`src/pet_pkg.sv`:
```
// Package with the shared types and constants of the pin edge trigger counter.
package pet_pkg;

  // Physical pin mask width and configuration bus widths.
  localparam int unsigned MASK_W    = 16;
  localparam int unsigned CNT8_W    = 8;
  localparam int unsigned PADDR_W   = 3;
  localparam int unsigned PDATA_W   = 32;

  // Register byte addresses.
  localparam logic [PADDR_W-1:0] REG_EDGE_SELECT = 3'd0;

  // Item function codes; the remaining code is ignored.
  typedef enum logic [1:0] {
    FUNC_EDGE   = 2'd0,
    FUNC_ARM    = 2'd1,
    FUNC_REPORT = 2'd2
  } func_e;

  // Sequencer states.
  typedef enum logic [1:0] {
    ST_IDLE,
    ST_EDGE,
    ST_REPORT
  } state_e;

  // Input item.
  typedef struct packed {
    logic [1:0]        func;
    logic [MASK_W-1:0] pending_mask;
    logic [3:0]        pin_number;
    logic [CNT8_W-1:0] threshold;
    logic              enable;
  } in_item_t;

  // Result item.
  typedef struct packed {
    logic [3:0] pin_index;
    logic       level;
    logic       last;
  } out_item_t;

  // Configuration handed from the register block to the engine.
  typedef struct packed {
    logic [MASK_W-1:0] edge_select;
  } cfg_t;

endpackage

```
`src/pet_regs.sv`:
```
// APB-style configuration register block of the pin edge trigger counter.
module pet_regs
  import pet_pkg::*;
(
  input  logic                clk_i,
  input  logic                rst_ni,
  input  logic                psel,
  input  logic                penable,
  input  logic                pwrite,
  input  logic [PADDR_W-1:0]  paddr,
  input  logic [PDATA_W-1:0]  pwdata,
  output logic [PDATA_W-1:0]  prdata,
  output logic                pready,
  output cfg_t                cfg_o
);

  logic [MASK_W-1:0] edge_sel_q;
  logic              wr_en;

  // A write completes in the access phase; the bus never waits.
  assign pready = 1'b1;
  assign wr_en  = psel && penable && pwrite && (paddr == REG_EDGE_SELECT);

  always_ff @(posedge clk_i or negedge rst_ni) begin
    if (!rst_ni) begin
      edge_sel_q <= '0;
    end else if (wr_en) begin
      edge_sel_q <= pwdata[MASK_W-1:0];
    end
  end

  // Read data: the register at its address, zero elsewhere.
  always_comb begin
    prdata = '0;
    if (paddr == REG_EDGE_SELECT) begin
      prdata = {{(PDATA_W-MASK_W){1'b0}}, edge_sel_q};
    end
  end

  assign cfg_o.edge_select = edge_sel_q;

endmodule

```
`src/pin_edge_trigger_counter.sv`:
```
// Top level of the pin edge trigger counter: sequencer, pin memory and output register.
//
//  Channel   Direction  Handshake                Payload
//  in        in         in_valid_i / in_ready_o  in_item_i  (in_item_t)
//  out       out        out_valid_o / out_ready_i out_item_o (out_item_t)
//  config    in         APB psel/penable/pwrite  paddr, pwdata, prdata
//
// An edge item walks the pin memory one pin per cycle through its registered
// read port. A report visits one pin per cycle, but stays on a marked pin while
// the output side holds a result. Reset is asynchronous; memory entries start
// invalid through per-entry valid bits and read as zero, so no clearing pass runs.
// The input side accepts only between items; a waiting result does not block it.
module pin_edge_trigger_counter
  import pet_pkg::*;
#(
  parameter int unsigned PIN_COUNT = 16
) (
  input  logic                clk_i,
  input  logic                rst_ni,
  input  logic                in_valid_i,
  output logic                in_ready_o,
  input  in_item_t            in_item_i,
  output logic                out_valid_o,
  input  logic                out_ready_i,
  output out_item_t           out_item_o,
  input  logic                psel,
  input  logic                penable,
  input  logic                pwrite,
  input  logic [PADDR_W-1:0]  paddr,
  input  logic [PDATA_W-1:0]  pwdata,
  output logic [PDATA_W-1:0]  prdata,
  output logic                pready
);

  localparam int unsigned ACTIVE_PINS = (PIN_COUNT < MASK_W) ? PIN_COUNT : MASK_W;
  localparam int unsigned PIN_W       = (ACTIVE_PINS > 1) ? $clog2(ACTIVE_PINS) : 1;
  localparam int unsigned PTR_W       = $clog2(ACTIVE_PINS + 1);
  localparam int unsigned ENT_W       = 2 * CNT8_W;
  localparam logic [PTR_W-1:0] PTR_END = PTR_W'(ACTIVE_PINS);

  cfg_t cfg;

  // Configuration registers.
  pet_regs u_regs (
    .clk_i   (clk_i),
    .rst_ni  (rst_ni),
    .psel    (psel),
    .penable (penable),
    .pwrite  (pwrite),
    .paddr   (paddr),
    .pwdata  (pwdata),
    .prdata  (prdata),
    .pready  (pready),
    .cfg_o   (cfg)
  );

  state_e                 state_q, state_d;
  logic [PTR_W-1:0]       ptr_q;
  logic [ACTIVE_PINS-1:0] pend_q;
  logic [ACTIVE_PINS-1:0] armed_q, armed_d;
  logic [ACTIVE_PINS-1:0] rise_q, rise_d;
  logic [ACTIVE_PINS-1:0] fall_q, fall_d;
  logic [ACTIVE_PINS-1:0] vld_q;
  logic                   s1_q;
  logic [PIN_W-1:0]       s1_pin_q;
  logic [ENT_W-1:0]       rd_q;
  logic [ENT_W-1:0]       mem [ACTIVE_PINS];

  logic                   out_valid_q;
  out_item_t              out_q;

  logic                   in_xfer;
  func_e                  func;
  logic                   arm_hit;
  logic                   ptr_live;
  logic [PIN_W-1:0]       ptr_idx;
  logic                   edge_rd;
  logic                   rpt_marked;
  logic                   slot_free;
  logic                   load_out;
  logic                   advance;
  logic                   rest_marked;

  logic                   mem_we;
  logic [PIN_W-1:0]       mem_wa;
  logic [ENT_W-1:0]       mem_wd;

  logic [ENT_W-1:0]       ent;
  logic [CNT8_W-1:0]      ent_lim;
  logic [CNT8_W-1:0]      ent_inc;
  logic                   hit;
  logic                   trig;

  assign in_xfer  = in_valid_i && in_ready_o;
  assign func     = func_e'(in_item_i.func);
  assign arm_hit  = ({1'b0, in_item_i.pin_number} < 5'(ACTIVE_PINS));
  assign ptr_live = (ptr_q < PTR_END);
  assign ptr_idx  = ptr_q[PIN_W-1:0];
  assign slot_free = !out_valid_q || out_ready_i;
  assign rpt_marked = ptr_live && (rise_q[ptr_idx] || fall_q[ptr_idx]);

  // Next state.
  always_comb begin
    state_d = state_q;
    unique case (state_q)
      ST_IDLE: begin
        if (in_xfer && func == FUNC_EDGE) begin
          state_d = ST_EDGE;
        end else if (in_xfer && func == FUNC_REPORT) begin
          state_d = ST_REPORT;
        end
      end
      ST_EDGE: begin
        if (!ptr_live && !s1_q) begin
          state_d = ST_IDLE;
        end
      end
      ST_REPORT: begin
        if (!ptr_live) begin
          state_d = ST_IDLE;
        end
      end
      default: state_d = ST_IDLE;
    endcase
  end

  // Control outputs of the sequencer.
  always_comb begin
    in_ready_o = 1'b0;
    edge_rd    = 1'b0;
    load_out   = 1'b0;
    advance    = 1'b0;
    unique case (state_q)
      ST_IDLE: in_ready_o = 1'b1;
      ST_EDGE: begin
        edge_rd = ptr_live;
        advance = ptr_live;
      end
      ST_REPORT: begin
        load_out = rpt_marked && slot_free;
        advance  = ptr_live && (!rpt_marked || slot_free);
      end
      default: in_ready_o = 1'b0;
    endcase
  end

  // Edge stage: modify the entry read in the previous cycle.
  assign ent     = vld_q[s1_pin_q] ? rd_q : '0;
  assign ent_lim = ent[ENT_W-1:CNT8_W];
  assign ent_inc = ent[CNT8_W-1:0] + CNT8_W'(1);
  assign hit     = s1_q && armed_q[s1_pin_q] && pend_q[s1_pin_q];
  assign trig    = (ent_inc >= ent_lim);

  // Memory write port: arm items in idle, counter updates in the edge walk.
  always_comb begin
    mem_we = 1'b0;
    mem_wa = s1_pin_q;
    mem_wd = {ent_lim, (trig ? {CNT8_W{1'b0}} : ent_inc)};
    if (in_xfer && func == FUNC_ARM && arm_hit) begin
      mem_we = 1'b1;
      mem_wa = in_item_i.pin_number[PIN_W-1:0];
      mem_wd = {in_item_i.threshold, {CNT8_W{1'b0}}};
    end else if (hit) begin
      mem_we = 1'b1;
    end
  end

  // Pin masks.
  always_comb begin
    armed_d = armed_q;
    rise_d  = rise_q;
    fall_d  = fall_q;
    if (in_xfer && func == FUNC_ARM && arm_hit) begin
      armed_d[in_item_i.pin_number[PIN_W-1:0]] = in_item_i.enable;
    end else if (hit && trig) begin
      if (ent_lim != '0) begin
        armed_d[s1_pin_q] = 1'b0;
      end
      rise_d[s1_pin_q] = cfg.edge_select[s1_pin_q];
      fall_d[s1_pin_q] = !cfg.edge_select[s1_pin_q];
    end
  end

  // Any mark above the pin being reported.
  always_comb begin
    rest_marked = 1'b0;
    for (int j = 0; j < ACTIVE_PINS; j++) begin
      if (j > int'(ptr_q) && (rise_q[j] || fall_q[j])) begin
        rest_marked = 1'b1;
      end
    end
  end

  // Pin memory with registered read.
  always_ff @(posedge clk_i) begin
    if (mem_we) begin
      mem[mem_wa] <= mem_wd;
    end
    if (edge_rd) begin
      rd_q <= mem[ptr_idx];
    end
  end

  // Control and mask registers.
  always_ff @(posedge clk_i or negedge rst_ni) begin
    if (!rst_ni) begin
      state_q  <= ST_IDLE;
      ptr_q    <= '0;
      armed_q  <= '0;
      rise_q   <= '0;
      fall_q   <= '0;
      vld_q    <= '0;
      s1_q     <= 1'b0;
      s1_pin_q <= '0;
    end else begin
      state_q <= state_d;
      armed_q <= armed_d;
      rise_q  <= rise_d;
      fall_q  <= fall_d;
      s1_q    <= edge_rd;
      if (edge_rd) begin
        s1_pin_q <= ptr_idx;
      end
      if (mem_we) begin
        vld_q[mem_wa] <= 1'b1;
      end
      if (in_xfer) begin
        ptr_q <= '0;
      end else if (advance) begin
        ptr_q <= ptr_q + PTR_W'(1);
      end
    end
  end

  // Pending mask of the edge item being walked.
  always_ff @(posedge clk_i) begin
    if (in_xfer && func == FUNC_EDGE) begin
      pend_q <= in_item_i.pending_mask[ACTIVE_PINS-1:0];
    end
  end

  // Output register: a result waits here until its transfer.
  always_ff @(posedge clk_i or negedge rst_ni) begin
    if (!rst_ni) begin
      out_valid_q <= 1'b0;
    end else if (load_out) begin
      out_valid_q <= 1'b1;
    end else if (out_ready_i) begin
      out_valid_q <= 1'b0;
    end
  end

  always_ff @(posedge clk_i) begin
    if (load_out) begin
      out_q.pin_index <= 4'(ptr_idx);
      out_q.level     <= rise_q[ptr_idx];
      out_q.last      <= !rest_marked;
    end
  end

  assign out_valid_o = out_valid_q;
  assign out_item_o  = out_q;

  // A pin never carries both marks.
  a_marks_exclusive: assert property (@(posedge clk_i) disable iff (!rst_ni)
    (rise_q & fall_q) == '0)
    else $error("pin carries both rise and fall marks");

  // The memory is never written during a report.
  a_no_write_in_report: assert property (@(posedge clk_i) disable iff (!rst_ni)
    state_q == ST_REPORT |-> !mem_we)
    else $error("pin memory written during report");

  // The edge stage only runs inside an edge walk.
  a_stage_in_edge: assert property (@(posedge clk_i) disable iff (!rst_ni)
    s1_q |-> state_q == ST_EDGE)
    else $error("edge stage active outside edge walk");

  // A result is loaded only into a free or draining output slot.
  a_load_free: assert property (@(posedge clk_i) disable iff (!rst_ni)
    load_out |-> (!out_valid_q || out_ready_i))
    else $error("result overwrote a waiting result");

  // After the final result of a report, the walk ends.
  a_last_ends: assert property (@(posedge clk_i) disable iff (!rst_ni)
    (load_out && !rest_marked) |=> !load_out)
    else $error("result loaded after the final one");

endmodule
```
`config.mk`:
```
export PLATFORM = sky130hd
export DESIGN_NAME = pin_edge_trigger_counter
export DESIGN_NICKNAME = d
export VERILOG_FILES = /design/src/pet_pkg.sv /design/src/pet_regs.sv /design/src/pin_edge_trigger_counter.sv
export SDC_FILE = /design/constraint.sdc
export NUM_CORES = 1
export LEC_CHECK = 0
export BUFFER_PORTS_ARGS = -buffer_cell sky130_fd_sc_hd__buf_2
export CAP_MARGIN = 20
export CORE_ASPECT_RATIO = 2
export CORE_MARGIN = 1
export CORE_UTILIZATION = 60
export DETAILED_ROUTE_END_ITERATION = 8
export PLACE_DENSITY = 0.76
export RECOVER_POWER = 100
export SETUP_SLACK_MARGIN = 0.3
export SYNTH_ARGS = -nofsm -noshare
export SYNTH_HDL_FRONTEND = slang
export SYNTH_SLANG_ARGS = --single-unit
```
`constraint.sdc`:
```
create_clock -name clk_i -period 10.7 [get_ports clk_i]
set_input_delay 0.535 -clock clk_i [delete_from_list [all_inputs] [get_ports clk_i]]
set_output_delay 0.535 -clock clk_i [all_outputs]
set_load 0.01 [all_outputs]
```
* After elaboration in Yosys (flattened, before gate mapping)
Memory sizes are Yosys's and may differ from the RTL's. A register that Yosys moved wholly into a read port is not among the register bits.
Cells that the tools add are included.
** Word-level totals
- Register bits after elaboration :: 115
- Memory bits (writable) :: 256
- Input bits :: 73
- Output and inout bits :: 41
- Word-level logic and storage cells :: 180
- Memories :: 1
** Operators by class
- Add/subtract/negate cells :: 2
- $lt $le $gt $ge :: 24
- Eq/ne operators :: 7
- Muxes and demuxes :: 61
- Bitwise gates (word level) :: 4
- Reductions and logical operators :: 67
** Memories
- mem :: words 16, width 16, rd ports 1, clocked after memory_dff 1, write ports 1, line pin_edge_trigger_counter.sv:67 : logic [ENT_W-1:0] mem [ACTIVE_PINS];
** Operators with widths (number)
- $mux 16 :: 6
- $bwmux 16 :: 3
- $gt 4x5->1 const A :: 8
- $mux 1 :: 33
- $logic_and 1x1->1 :: 32
- $bmux 1 s4 :: 6
- $gt 3x5->1 const A :: 4
- $lt 4x5->1 const B :: 4
- $logic_or 1x1->1 :: 18
- $and 16x16->16 :: 1
- $not 16->16 :: 1
- $or 16x16->16 :: 1
- $demux 1 s4 :: 3
- $ge 4x1->1 const B :: 3
- $gt 2x5->1 const A :: 2
- $mux 5 :: 2
- $add 8x1->8 const B :: 1
- $ge 8x8->1 :: 1
- $mux 2 :: 4
- $mux 8 :: 1
- $reduce_bool 2->1 :: 4
- $reduce_bool 8->1 :: 1
- $logic_not 1->1 :: 6
- $pmux 2 s3 :: 1
- 14 further kinds :: 19

* Longest topological paths before layout
- Depth in word-level cells :: 18
- Mapped depth :: 21
- Depth with buffers taken out :: 15

* By module
From an unflattened synthesis, not the netlist that was laid out.
** Second synthesis, totals
- Cells, all modules :: 1003
- Area total of the unflattened synthesis :: 16803.6 µm²
** By module, submodules not included
- pin_edge_trigger_counter :: times used 1, cells an instance 931, area an instance 15936.5 µm², seq. area each 10755.3 µm²
- pet_regs :: times used 1, cells an instance 72, area an instance 867.1 µm², seq. area each 400.4 µm²

* Worst setup path after synthesis
Ideal clock, no wire load.
- Kind :: register to register
- From :: reg s1_pin_q[3]
- To :: mem mem[0][2] (netlist bit), data pin
- Setup time :: 0.281 ns
- Arrival time :: 4.148 ns
- Required time :: 10.419 ns
- Path slack :: 6.271 ns
- Stages on the path, launching flop included :: 19
- Buffers on the path :: 3
- Clock period less this slack :: 4.429 ns
- Cell sequence :: dfrtp_1 -> clkbuf_1 -> mux4_2 -> mux2i_1 -> mux2i_1 -> clkbuf_1 -> and2_1 -> ha_1 -> nand3_1 -> xor2_1 -> nor2b_1 -> ha_1 -> a211o_1 -> a21oi_1 -> o21ai_0 -> a21oi_1 -> clkbuf_1 -> nand2_1 -> nor2b_1
** On the way
- Word-level cells in the longest chain between the ends :: 7
** RTL lines
- from (decl) :: line pin_edge_trigger_counter.sv:65 : logic [PIN_W-1:0] s1_pin_q;
- from (signal assigned) :: line pin_edge_trigger_counter.sv:222 : s1_pin_q <= ptr_idx;
- $bmux 1 s4 (*) :: line pin_edge_trigger_counter.sv:148 : assign ent = vld_q[s1_pin_q] ? rd_q : '0;
- $mux 1 (implied by the code) (*) :: line pin_edge_trigger_counter.sv:148
- $mux 16 (*) :: line pin_edge_trigger_counter.sv:148
- $add 8x1->8 :: line pin_edge_trigger_counter.sv:150 : assign ent_inc = ent[CNT8_W-1:0] + CNT8_W'(1);
- $ge 8x8->1 :: line pin_edge_trigger_counter.sv:152 : assign trig = (ent_inc >= ent_lim);
- $mux 8 (*) :: line pin_edge_trigger_counter.sv:158 : mem_wd = {ent_lim, (trig ? {CNT8_W{1'b0}} : ent_inc)};
- $mux 16 (*) :: line pin_edge_trigger_counter.sv:159 : if (in_xfer && func == FUNC_ARM && arm_hit) begin
- named net mem_wd[2] :: line pin_edge_trigger_counter.sv:86 : logic [ENT_W-1:0] mem_wd;
- to (decl) :: line pin_edge_trigger_counter.sv:67
The timed path passes the listed nets; every way through them passes the cells marked *. The select of a mux whose other input is x is not followed.

* Final worst setup path
- From :: reg ptr_q[1]
- To :: reg rd_q[14] (read register of mem), data pin
** On the way
- Word-level cells in the longest chain between the ends :: 2
** RTL lines
- from (decl) :: line pin_edge_trigger_counter.sv:58 : logic [PTR_W-1:0] ptr_q;
- from (signal assigned) :: line pin_edge_trigger_counter.sv:230 : ptr_q <= ptr_q + PTR_W'(1);
- $lt 5x5->1 :: line pin_edge_trigger_counter.sv:97 : assign ptr_live = (ptr_q < PTR_END);
- $mux 1 :: line pin_edge_trigger_counter.sv:133 : unique case (state_q)
- to (decl) :: line pin_edge_trigger_counter.sv:66 : logic [ENT_W-1:0] rd_q;
Several ways; a longest one is shown, not always the timed one.
A chain may end at the register's enable or synchronous reset.

==> results.md <==
- Slew Limit Fails: 349
- Vias: 9508
- Int Power: 3.178 mW
- CTS Buffer Depth: 3
- Cell Rows: 86
- Global-route wire length before repair: 58.15 mm
- Fillers: 1878
- Max-slew headroom: -1.816
- Final Hold Viols: 0
- DRT iter0 DRCs: 907
- GRT Util Overall: 0.2824
- Register share of total power: 0.466
- Commonest non-fill, non-tap cell in the layout: edfxtp_1
- DRT Pass-1 Iters: 5
- Power share of the clock group: 0.265
- Min setup slack post-route: 4957 ps
- Count of input and output buffers: 80
- Setup WS pre-CTS: 5842 ps
- Reg2reg path depth: 3
- CP arrival: 6010 ps
- Cts bufs inserted: 34
- Status: complete, but fails checks
- Failing checks: capacitance limit, slew limit
- Largest net degree at the start of global routing: 72
- Vias in the first global route: 9996
- Sequential fraction of the synthesis area: 0.6669
- Share of layout cells above drive strength 1: 0.2429
- Sw Ratio: 0.3111
- IO Pins: 114
- Routed Antenna Nets: 0
- Finish-stage setup viols: 0
- Final GP Congestion: 0.9004
- Worst r2r src: ptr_q[1]$_DFFE_PN0P_
- Core Footprint: 0.02744 mm^2
- H-tree levels: 2
- Die X: 120.1 um
- CP Class: reg -> reg
- DP Wirelength: 24.75 mm
- Clk slew on worst S/H paths: 70 ps
- WL per Instance: 25.78 um
- Worst r2r dst: rd_q[14]$_DFFE_PP_
- CTS Sinks: 387
- FF-to-FF setup slack: 4960 ps
- PwrDens: 249.0 mW/mm^2
- Syn Area/Cell: 16.63 um^2
- Util after Layout: 0.6752
- Initial Util: 0.6096
- Skew-Pair Late Insertion Delay: 540 ps
- Max FO, Critical Path: 40
- Footprint of the multi-input gates: 0.005255 mm^2
- Tmin final: 5743 ps
- Total Wirelength: 38.16 mm
- Hold depth: 1
- CP Capture Type: flop
- Post-CTS resize count: 0
- Hold_sp: in_item_i[13]
- # DRC: 0
- Post-synth EDFFs: 294
- Root buf cell: clkbuf_16
- P_sw: 1.435 mW
- WHS Endpoint: pend_q[0]$_DFFE_PP_
- Synthesized flop and latch total: 387
- Ys Warns: 0
- Cell variety after synth: 56
- Fin Hold WS: 181.5 ps
- Worst VDD drop: 161.7 uV
- Async S/R FF share, synth: 0.2403
- Worst hold path type: in -> reg
- Max Clock Freq: 0.1741 GHz
- Ys flop type: edfxtp_1
- CTS tree: built
- Setup TNS: 0 ps
- Max cap viols: 11
- DR vias/cell: 6.424
- Startpoint types: flop
- Die height: 238.1 um
- Static Leak: 6.419 nW
- Grt ovf: 0
- Setup Skew: 22.32 ps
- Number of antenna diodes: 0
- Synth Instances: 1006
- Reg area: 0.01116 mm^2
- Die area: 0.02859 mm^2
- Combinational Power Share: 0.269
- RSZ-0062 raised after global routing: false
- Initial antenna violation count: 0
- Tcrit/Tclk final: 0.5368
- Most frequent cells in the layout: 294 x edfxtp_1, 93 x mux4_2, 93 x dfrtp_1
- WP data required: 10970 ps
- Worst Max-Slew Pin Slew: 4223 ps
- Final net count: 1191
- Post-synthesis cell area: 0.01673 mm^2
- Area grow syn2layout: 10.76%
==> worst max-delay path, stage by stage, from the launching register on <==
cell and delay (ps):
dfrtp_1 1730, clkbuf_1 2400, mux4_2 740, mux4_2 520
==> per-stage QoR <==
step / cell area (um^2) / total power [mW] / cells
final: 18530 / 4.614 / 1480
after global placement: 17580 / 3.380 / 1413
after CTS: 18740 / 4.675 / 1480
after global routing: 18530 / 4.817 / 1480
after detailed placement: 17630 / 3.450 / 1418
after floorplan: 16780 / 3.009 / 1021
==> power by group through the flow <==
stage	combinational (mW)	sequential, mW	clock, mW
after floorplan	0.885	2.12	0
after global placement	1.21	2.17	0
after detailed placement	1.27	2.18	0
after CTS	1.28	2.15	1.25
after global routing	1.35	2.17	1.30
final	1.24	2.15	1.22
==> worst max-delay path by stage <==
stage,from,end,slack [ps],depth (start not counted)
floorplan,s1_pin_q[3]$_DFFE_PN0P_,mem[0][2]$_DFFE_PP_,6270,18
global placement,s1_pin_q[1]$_DFFE_PN0P_,mem[0][0]$_DFFE_PP_,5930,16
detailed placement,s1_pin_q[1]$_DFFE_PN0P_,mem[0][2]$_DFFE_PP_,5840,16
global route,ptr_q[1]$_DFFE_PN0P_,rd_q[5]$_DFFE_PP_,4220,3
finish,ptr_q[1]$_DFFE_PN0P_,rd_q[14]$_DFFE_PP_,4960,3
CTS,s1_pin_q[1]$_DFFE_PN0P_,mem[0][0]$_DFFE_PP_,5810,16
==> Yosys cell counts, types with 21 or more instances <==
cell type / count / area [um^2]
nand3_1: 26 / 130.1
o21ai_0: 35 / 175.2
mux2_2: 55 / 619.3
mux4_2: 93 / 2095
buf_4: 21 / 157.7
mux2i_1: 25 / 250.2
a21oi_1: 24 / 120.1
edfxtp_1: 294 / 8828
dfrtp_1: 93 / 2327
clkbuf_1: 30 / 112.6
and2_1: 25 / 156.4
nor2_1: 40 / 150.1
nand2_1: 45 / 168.9
==> cell families (layout without fill, tap and decap cells) <==
| kind of cell | after synthesis | after routing | synth area share |
|---|---|---|---|
| simple gates | 203 | 203 | 0.06066 |
| other cells | 2 | 17 | 0.0004490 |
| buf+inv | 81 | 188 | 0.02326 |
| compound gates | 136 | 136 | 0.05520 |
| xor+xnor | 8 | 8 | 0.004189 |
| mux | 174 | 174 | 0.1781 |
| flops | 387 | 387 | 0.6669 |
| fa+ha+maj | 15 | 15 | 0.01122 |
==> final cells by class <==
type	count	area share
clock inverters	20	0.01155
repair buffers	119	0.02938
multi-input cells	553	0.2836
clock buffers	41	0.04788
inverters	8	0.001621
flip-flops and latches	387	0.6021
well taps	352	0.02377
==> flip-flops by register name, summed over array words and instances (netlist names) <==
register	flops
mem	256
state_q	2
fall_q	16
vld_q	16
out_valid_o	1
rd_q	16
s1_q	1
ptr_q	5
s1_pin_q	4
u_regs.cfg_o	16
out_item_o	6
pend_q	16
armed_q	16
rise_q	16
==> per-layer routing <==
| metal | routed length [um] | share of wire | vias to the layer above | track usage |
|---|---|---|---|---|
| li1 | - | - | 4148 | - |
| met1 | 12460 | 0.33 | 4826 | 0.3036 |
| met2 | 20920 | 0.55 | 389 | 0.5104 |
| met3 | 1833 | 0.048 | 145 | 0.03227 |
| met4 | 2948 | 0.077 | 0 | 0.1962 |
| met5 | 0 | 0 | - | 0 |
==> what timing repair did <==
action	CTS	global route
buffers inserted	0	0
hold endpoints to repair	22	0
hold buffers	1	0
Power figures use the tool's default switching activity.
